===== src/rtl/core/stc_pkg.sv =====
`default_nettype none
package stc_pkg;
  localparam int FracBits = 8;
  localparam int StepIntervalMs = 2;
  localparam int PosBits = 20;
  localparam int ProdFrac = 16 + FracBits;
  localparam int PeriodBits = PosBits + 1 + ProdFrac;
  localparam int ProdBits = 56;
  localparam int QueueDepth = 2;

  typedef enum logic [1:0] {
    KindTick = 2'd0,
    KindHome = 2'd1,
    KindInval = 2'd2,
    KindNone = 2'd3
  } kind_e;

  typedef enum logic [1:0] {
    RegWidth = 2'd0,
    RegPitch = 2'd1,
    RegTimeout = 2'd2
  } reg_e;

  typedef struct packed {
    kind_e kind;
    logic signed [31:0] spool_rev;
    logic left_sw;
    logic right_sw;
    logic run_enabled;
    logic [31:0] now_ms;
    logic signed [21:0] homed_steps;
  } req_t;
endpackage
`default_nettype wire


===== src/rtl/core/stc_front.sv =====
`default_nettype none
module stc_front (
  input wire logic clk_i,
  input wire logic rst_ni,
  input wire logic flush_i,
  input wire logic valid_i,
  output logic ready_o,
  input wire stc_pkg::req_t req_i,
  output logic q_valid_o,
  input wire logic q_ready_i,
  output stc_pkg::req_t q_req_o
);
  import stc_pkg::*;

  req_t mem_q [QueueDepth];
  logic wp_q, rp_q, wp_d, rp_d;
  logic [1:0] cnt_q, cnt_d;
  logic push, pop;

  assign ready_o = (cnt_q != 2'(QueueDepth));
  assign q_valid_o = (cnt_q != 2'd0);
  assign q_req_o = mem_q[rp_q];
  assign push = valid_i && ready_o;
  assign pop = q_valid_o && q_ready_i;

  always_comb begin
    wp_d = wp_q + 1'(push);
    rp_d = rp_q + 1'(pop);
    cnt_d = cnt_q + 2'(push) - 2'(pop);
    if (flush_i) begin
      wp_d = 1'b0;
      rp_d = 1'b0;
      cnt_d = 2'd0;
    end
  end

  always_ff @(posedge clk_i or negedge rst_ni) begin
    if (!rst_ni) begin
      wp_q <= 1'b0;
      rp_q <= 1'b0;
      cnt_q <= 2'd0;
    end else begin
      wp_q <= wp_d;
      rp_q <= rp_d;
      cnt_q <= cnt_d;
    end
  end

  always_ff @(posedge clk_i) begin
    if (push) begin
      mem_q[wp_q] <= req_i;
    end
  end
endmodule
`default_nettype wire


===== config.mk =====
export PLATFORM = sky130hd
export DESIGN_NAME = stc_front
export DESIGN_NICKNAME = d
export VERILOG_FILES = /design/src/rtl/core/stc_pkg.sv /design/src/rtl/core/stc_front.sv
export SDC_FILE = /design/constraint.sdc
export NUM_CORES = 1
export LEC_CHECK = 0
export ABC_AREA = 1
export ABC_CLOCK_PERIOD_IN_PS = 10100
export BUFFER_PORTS_ARGS = -buffer_cell sky130_fd_sc_hd__buf_2
export CELL_PAD_IN_SITES_DETAIL_PLACEMENT = 0
export CELL_PAD_IN_SITES_GLOBAL_PLACEMENT = 2
export CORE_ASPECT_RATIO = 1.25
export CORE_MARGIN = 4
export CORE_UTILIZATION = 41
export DETAILED_ROUTE_END_ITERATION = 8
export GPL_ROUTABILITY_DRIVEN = 0
export HOLD_SLACK_MARGIN = 0.05
export PLACE_DENSITY = 0.91
export RECOVER_POWER = 25
export SLEW_MARGIN = 20
export SYNTH_ARGS = -nofsm -noshare
export SYNTH_HDL_FRONTEND = slang
export SYNTH_SLANG_ARGS = --single-unit
export TNS_END_PERCENT = 1

===== constraint.sdc =====
create_clock -name clk_i -period 10.1 [get_ports clk_i]
set_input_delay 2.02 -clock clk_i [delete_from_list [all_inputs] [get_ports clk_i]]
set_output_delay 2.02 -clock clk_i [all_outputs]
set_load 0.05 [all_outputs]

==> impl_metrics.ini, run 1 <==
[run]
max_cap_violations = 0

[clocking]
post_cts_resized = 0
clk_latency_ns = 0.42
cts_buffers = 17
cts_tree = done
clkTransAtPathRegs_ns = 0.07
clock_path_buffers = 2
cts_hold_buf = 0
cts_setup_buffers = 0
cts_root_buf = clkbuf_16
htree_levels = 4
cts_sinks = 186

[detailed_routing]
drc = 0
drt-pass1-iter-count = 4
vias = 3474
wl_um = 12970
routed_via_density = 4.632
wl_per_cell_um = 17.29
drtIter0Drc = 161
final_antenna_net_count = 0

[logic_synthesis]
syn_area_sq_mm = 0.007093
syn_nets = 417
synth_top_area_share_pct = 77.05
ys_types = 13
yosysWarningCount = 0
synth-edff-count = 182
yosysMostFrequentCell = edfxtp_1
yosys-top-cells-count = edfxtp_1 (182), mux2_4 (68), mux2_2 (23)
yosysTopAreaCell = edfxtp_1
synth_area_per_cell_sq_um = 22.38
netlist_instances = 317
dominantRegCellSynth = edfxtp_1
ys_seq_area_share_pct = 78.46
synth_area_leaders = edfxtp_1 (77%), mux2_4 (14%), mux2_2 (3.7%)
synth_seq_cells = 186
synth-async-reset-ratio_pct = 2.151

[floorplan]
dieArea_sq_mm = 0.01948
die_h_um = 155.1
coreArea_sq_mm = 0.01691
io_pins = 189
dieWidth_um = 125.6
rows = 53
initial_core_util_pct = 41.95

[setup_path]
required_ns = 8.08
crit_type = flop to output pin
worstPathArrival_ns = 2.81
slowest_stage = buf_4
cp-start-kind = flop
cp_max_fo = 60
end_kind = output pin
crit_chain = buf_4, mux2_2, buf_2
slowest_delay_ns = 0.88

[power]
p_sw_share_pct = 36.11
p_per_area_mw_per_mm2 = 303.4
p_seq_share_pct = 39.0
p_sw_uw = 974.8
p_comb_share_pct = 34.1
peakVddDrop_uv = 159.8
clockPowerShare_pct = 26.9
p_leak_uw = 0.003438
internal_power_uw = 1724

[min_path]
hold_class = flop to flop

[global_route]
grt_pass1_wl_um = 20170
grt_pass1_vias = 3910
grt_use_total_pct = 13.47
grt_max_degree = 61
grt-ovfl-total = 0
grt_antenna_before_repair = 1

[timing]
slew_violations = 0
rsz0062_at_grt = no
relSlewSlack_pct = 33.79
skew_ns = 0.01213
worstMarginPinSlew_ns = 0.9932
period_minus_slack_ns = 4.835
hold_viol = 0
min_period_over_period_pct = 47.87
setup_viol = 0
setup_tns_ns = 0
max_freq_ghz = 0.2068

[status]
status = completed

[cells_and_area]
n_antenna_cell = 0
nNetsFinal = 617
area_growth_syn_to_layout_pct = 25.44
seqCellArea_sq_mm = 0.005569
drive_gt1_share_pct = 55.66
final_util_pct = 52.62
num-fill-cells = 1396
multi_input_area_sq_mm = 0.001423

[place]
io_buffers = 188
dp_hpwl_um = 8878
-- power groups by stage --
stage	registers [uW]	clock network [uW]	logic [uW]
after floorplan	1050	0	775
after detailed placement	1070	0	934
after global routing	1070	788	966
after global placement	1060	0	922
final	1050	727	919
after CTS	1060	747	935
-- sequential cells by signal, indices dropped and copies added, names as in the netlist --
signal	count
cnt_q	2
mem_q	182
rp_q	1
wp_q	1
-- layer usage --
layer	part of all wire [%]	track usage [%]	wire (um)
met1	38	14.79	4960
met2	53	24.15	6913
met3	7.5	5.014	974
met4	0.79	4.339	102
met5	0.10	0	13
-- placed cells by master, fill, tap and decap left out, types with 5 or more instances in the layout --
cell | synthesis | routed
inv_1 | 9 | 9
nor2_1 | 7 | 7
mux2_2 | 23 | 23
buf_2 | 2 | 166
nand2_1 | 7 | 7
clkbuf_16 | 0 | 17
edfxtp_1 | 182 | 182
clkbuf_1 | 0 | 20
bufinv_16 | 0 | 5
mux2_4 | 68 | 68
-- area by class of cell --
class | count | area share, %
multi-input cells | 112 | 15.99
inverters | 9 | 0.3797
well taps | 220 | 3.094
flip-flops and latches | 186 | 62.59
clock buffers | 17 | 4.781
repair buffers | 191 | 10.52
clock inverters | 15 | 2.644
-- worst paths after layout --
check	startpoint	endpoint	slack, ns	cells after the start
max	rp_q	q_req_o[0]	5.27	3
max in group asynchronous	rst_ni	rp_q	8.40	1
min	cnt_q[0]	cnt_q[0]	0.69	3
max reg2reg	cnt_q[0]	mem_q[1][79]	7.71	6
min reg2reg	cnt_q[0]	cnt_q[0]	0.69	3
min in group asynchronous	rst_ni	cnt_q[0]	1.45	1
-- worst max-delay path, delay by kind of cell, from the launching register on --
kind	cells	cell delay (ns)
flip-flops	1	0.83
multiplexers	1	0.43
buffers and inverters	2	1.09
-- metrics by stage --
step / setup slack [ns] / power (uW) / std cells / area, sq um / hold WS (ns)
floorplan: 5.297 / 1823 / 317 / 7093 / 0.5950
global placement: 5.715 / 1985 / 718 / 8264 / 0.6168
detailed placement: 5.651 / 2006 / 718 / 8264 / 0.6801
CTS: 5.210 / 2738 / 750 / 8925 / 0.6981
global route: 5.118 / 2820 / 750 / 8897 / 0.7414
finish: 5.265 / 2699 / 750 / 8897 / 0.6892
-- cell families after synthesis --
| family | share of synthesized area [%] |
|---|---|
| mux | 18.05 |
| fa+ha+maj | 0.7056 |
| flops | 78.46 |
| buf+inv | 1.835 |
| simple gates | 0.8821 |
| compound gates | 0.07049 |
(Power assumes the default switching activity.)
==> inputs of run 2 (changes only) <==
- ABC_AREA: 1 -> 0
- ABC_CLOCK_PERIOD_IN_PS: 10100 -> 4640
- CORE_UTILIZATION: 41 -> 38
- PLACE_DENSITY: 0.91 -> 0.86
- clock period: 10.1 -> 4.64 ns (I/O delays scaled with it)
==> run 2 against run 1 <==
  * Non-clock buffer count grew 5
  * Combinational power grew 87%
  * Wire length shrank 2.2%
  * Clock skew shrank 0.0012 ns
  * Clock power grew 100%
  * Synthesized cell count shrank 3.8%
  * Total power grew 100%
  * Final cell count shrank 0.40%
  * Largest power group unchanged
==> impl_metrics.ini, run 2 <==
[logic_synthesis]
syn_nets = 405
synth_area_leaders = edfxtp_1 (80%), mux2_2 (15%), dfrtp_1 (1.5%)
dominantRegCellSynth = edfxtp_1
ys_types = 15
synth_top_area_share_pct = 79.96
synth-edff-count = 182
yosysWarningCount = 0
synth_seq_cells = 186
synth_area_per_cell_sq_um = 22.41
yosysMostFrequentCell = edfxtp_1
yosys-top-cells-count = edfxtp_1 (182), mux2_2 (92), buf_6 (8)
ys_seq_area_share_pct = 81.42
netlist_instances = 305
yosysTopAreaCell = edfxtp_1
synth-async-reset-ratio_pct = 2.151
syn_area_sq_mm = 0.006835

[detailed_routing]
vias = 3447
drt-pass1-iter-count = 4
wl_per_cell_um = 16.97
final_antenna_net_count = 0
drc = 0
wl_um = 12680
routed_via_density = 4.614
drtIter0Drc = 149

[setup_path]
cp-start-kind = flop
crit_type = flop to output pin
r2r_setup_slack_ns = 2.49
critPathLaunch = rp_q
cp_max_fo = 73
worstPathArrival_ns = 2.44
required_ns = 3.71
worst_r2r_startpoint = cnt_q[0]
end_kind = output pin

[cells_and_area]
largest-register = mem_q
nNetsFinal = 610
largest_reg_flops = 182
n_antenna_cell = 0
final_cell_mix = edfxtp_1 (182), buf_2 (163), mux2_2 (92)
fin_area_sq_mm = 0.008666
top_regs = mem_q: 182 flops, cnt_q: 2 flops
drive_gt1_share_pct = 56.79
final_util_pct = 49.33
final_common_cell = edfxtp_1
area_growth_syn_to_layout_pct = 26.78

[floorplan]
dieWidth_um = 128.0
dieArea_sq_mm = 0.02021
rows = 54
io_pins = 189
die_h_um = 158.0
coreArea_sq_mm = 0.01757
initial_core_util_pct = 38.91

[timing]
relSlewSlack_pct = 35.08
rsz0062_at_grt = no
hold_viol = 0
setup_tns_ns = 0
skew_ns = 0.01095
slew_violations = 0
worstMarginPinSlew_ns = 0.9739
min_period_over_period_pct = 72.48
setup_viol = 0
max_freq_ghz = 0.2973
period_minus_slack_ns = 3.363
hold_slack_ns = 0.3444

[clocking]
cts_sinks = 186
cts_buffers = 17
cts_hold_buf = 0
cts_setup_buffers = 0
cts_tree = done
cts_root_buf = clkbuf_16
clkTransAtPathRegs_ns = 0.06
htree_levels = 4
clk_latency_ns = 0.41
post_cts_resized = 0
clock_path_buffers = 2

[run]
max_cap_violations = 0

[power]
p_per_area_mw_per_mm2 = 630.9
finalPower_uw = 5467
p_leak_uw = 0.003189
peakVddDrop_uv = 298.2

[global_route]
grt_max_degree = 83
grt_use_total_pct = 12.51
grt_antenna_before_repair = 0
grt_pass1_vias = 3793
busiest_layer = met2
grtUsageMet3_pct = 4.387
grt-ovfl-total = 0
grt_use_met2_pct = 22.32
grt_pass1_wl_um = 19260
met1_usage_pct = 14.19

[place]
io_buffers = 188
placedInstanceArea_sq_mm = 0.008030
dp_hpwl_um = 8520

[min_path]
hold_class = input pin to asynchronous set/reset pin

[status]
status = completed
[run 2: cell types whose count changed in the layout (fill, tap and decap cells not counted), moves of 3 or more]
cell / before / now
buf_2: 166 / 163
buf_4: 3 / 6
clkbuf_1: 20 / 23
inv_1: 9 / 2
mux2_2: 23 / 92
mux2_4: 68 / 0
nand2_1: 7 / 1
nor2_1: 7 / 3
[run 2: layer usage]
| metal | share of wire, % | wire (um) | vias up |
|---|---|---|---|
| met5 | 0 | 0 | - |
| met4 | 1.0 | 131 | 0 |
| met3 | 7.0 | 882 | 12 |
| met2 | 52 | 6632 | 125 |
| met1 | 40 | 5028 | 1692 |
| li1 | - | - | 1618 |
[run 2: worst paths after layout]
kind,to,cells past startpoint
setup / recovery,q_req_o[14],3
hold / removal,cnt_q[1],1
setup reg to reg,mem_q[0][37],5
hold reg to reg,cnt_q[0],2
max in group asynchronous,rp_q,1
min in group clk_i,cnt_q[0],2
[run 2: per-stage QoR]
step / setup slack (ns) / instances
finish: 1.277 / 747
global route: 1.112 / 747
CTS: 1.212 / 745
detailed placement: 1.667 / 713
global placement: 1.703 / 713
floorplan: 0.9525 / 305
[run 2: cell families (layout without fill, tap and decap cells)]
family	Yosys count	after routing	synth area share, %
DFF	186	186	81.42
buffers and inverters	12	230	1.574
and+or+nand+nor	9	9	0.6774
xor gates and xnor gates	1	1	0.3295
adders and majority gates	4	4	0.7322
AOI/OAI and AO/OA	1	1	0.1099
muxes	92	92	15.16
[run 2: cell type report]
class                           count  area, sq um
Fill cell                        1508         8901
Sequential cell                   186         5569
Multi-Input combinational cell    107         1187
Timing Repair Buffer              196         1002
Clock buffer                       17        425.4
Tap cell                          224        280.3
Clock inverter                     15        193.9
Inverter                            2        7.507
[run 2: report_power, final]
group	internal [uW]	switching, uW
registers	2130	123
logic	499	1220
clock network	903	591
[run 2: critical path, cell delays in order, from the launching register on]
cell and delay (ns):
dfrtp_4 1.07, buf_4 0.35, mux2_2 0.36, buf_2 0.21
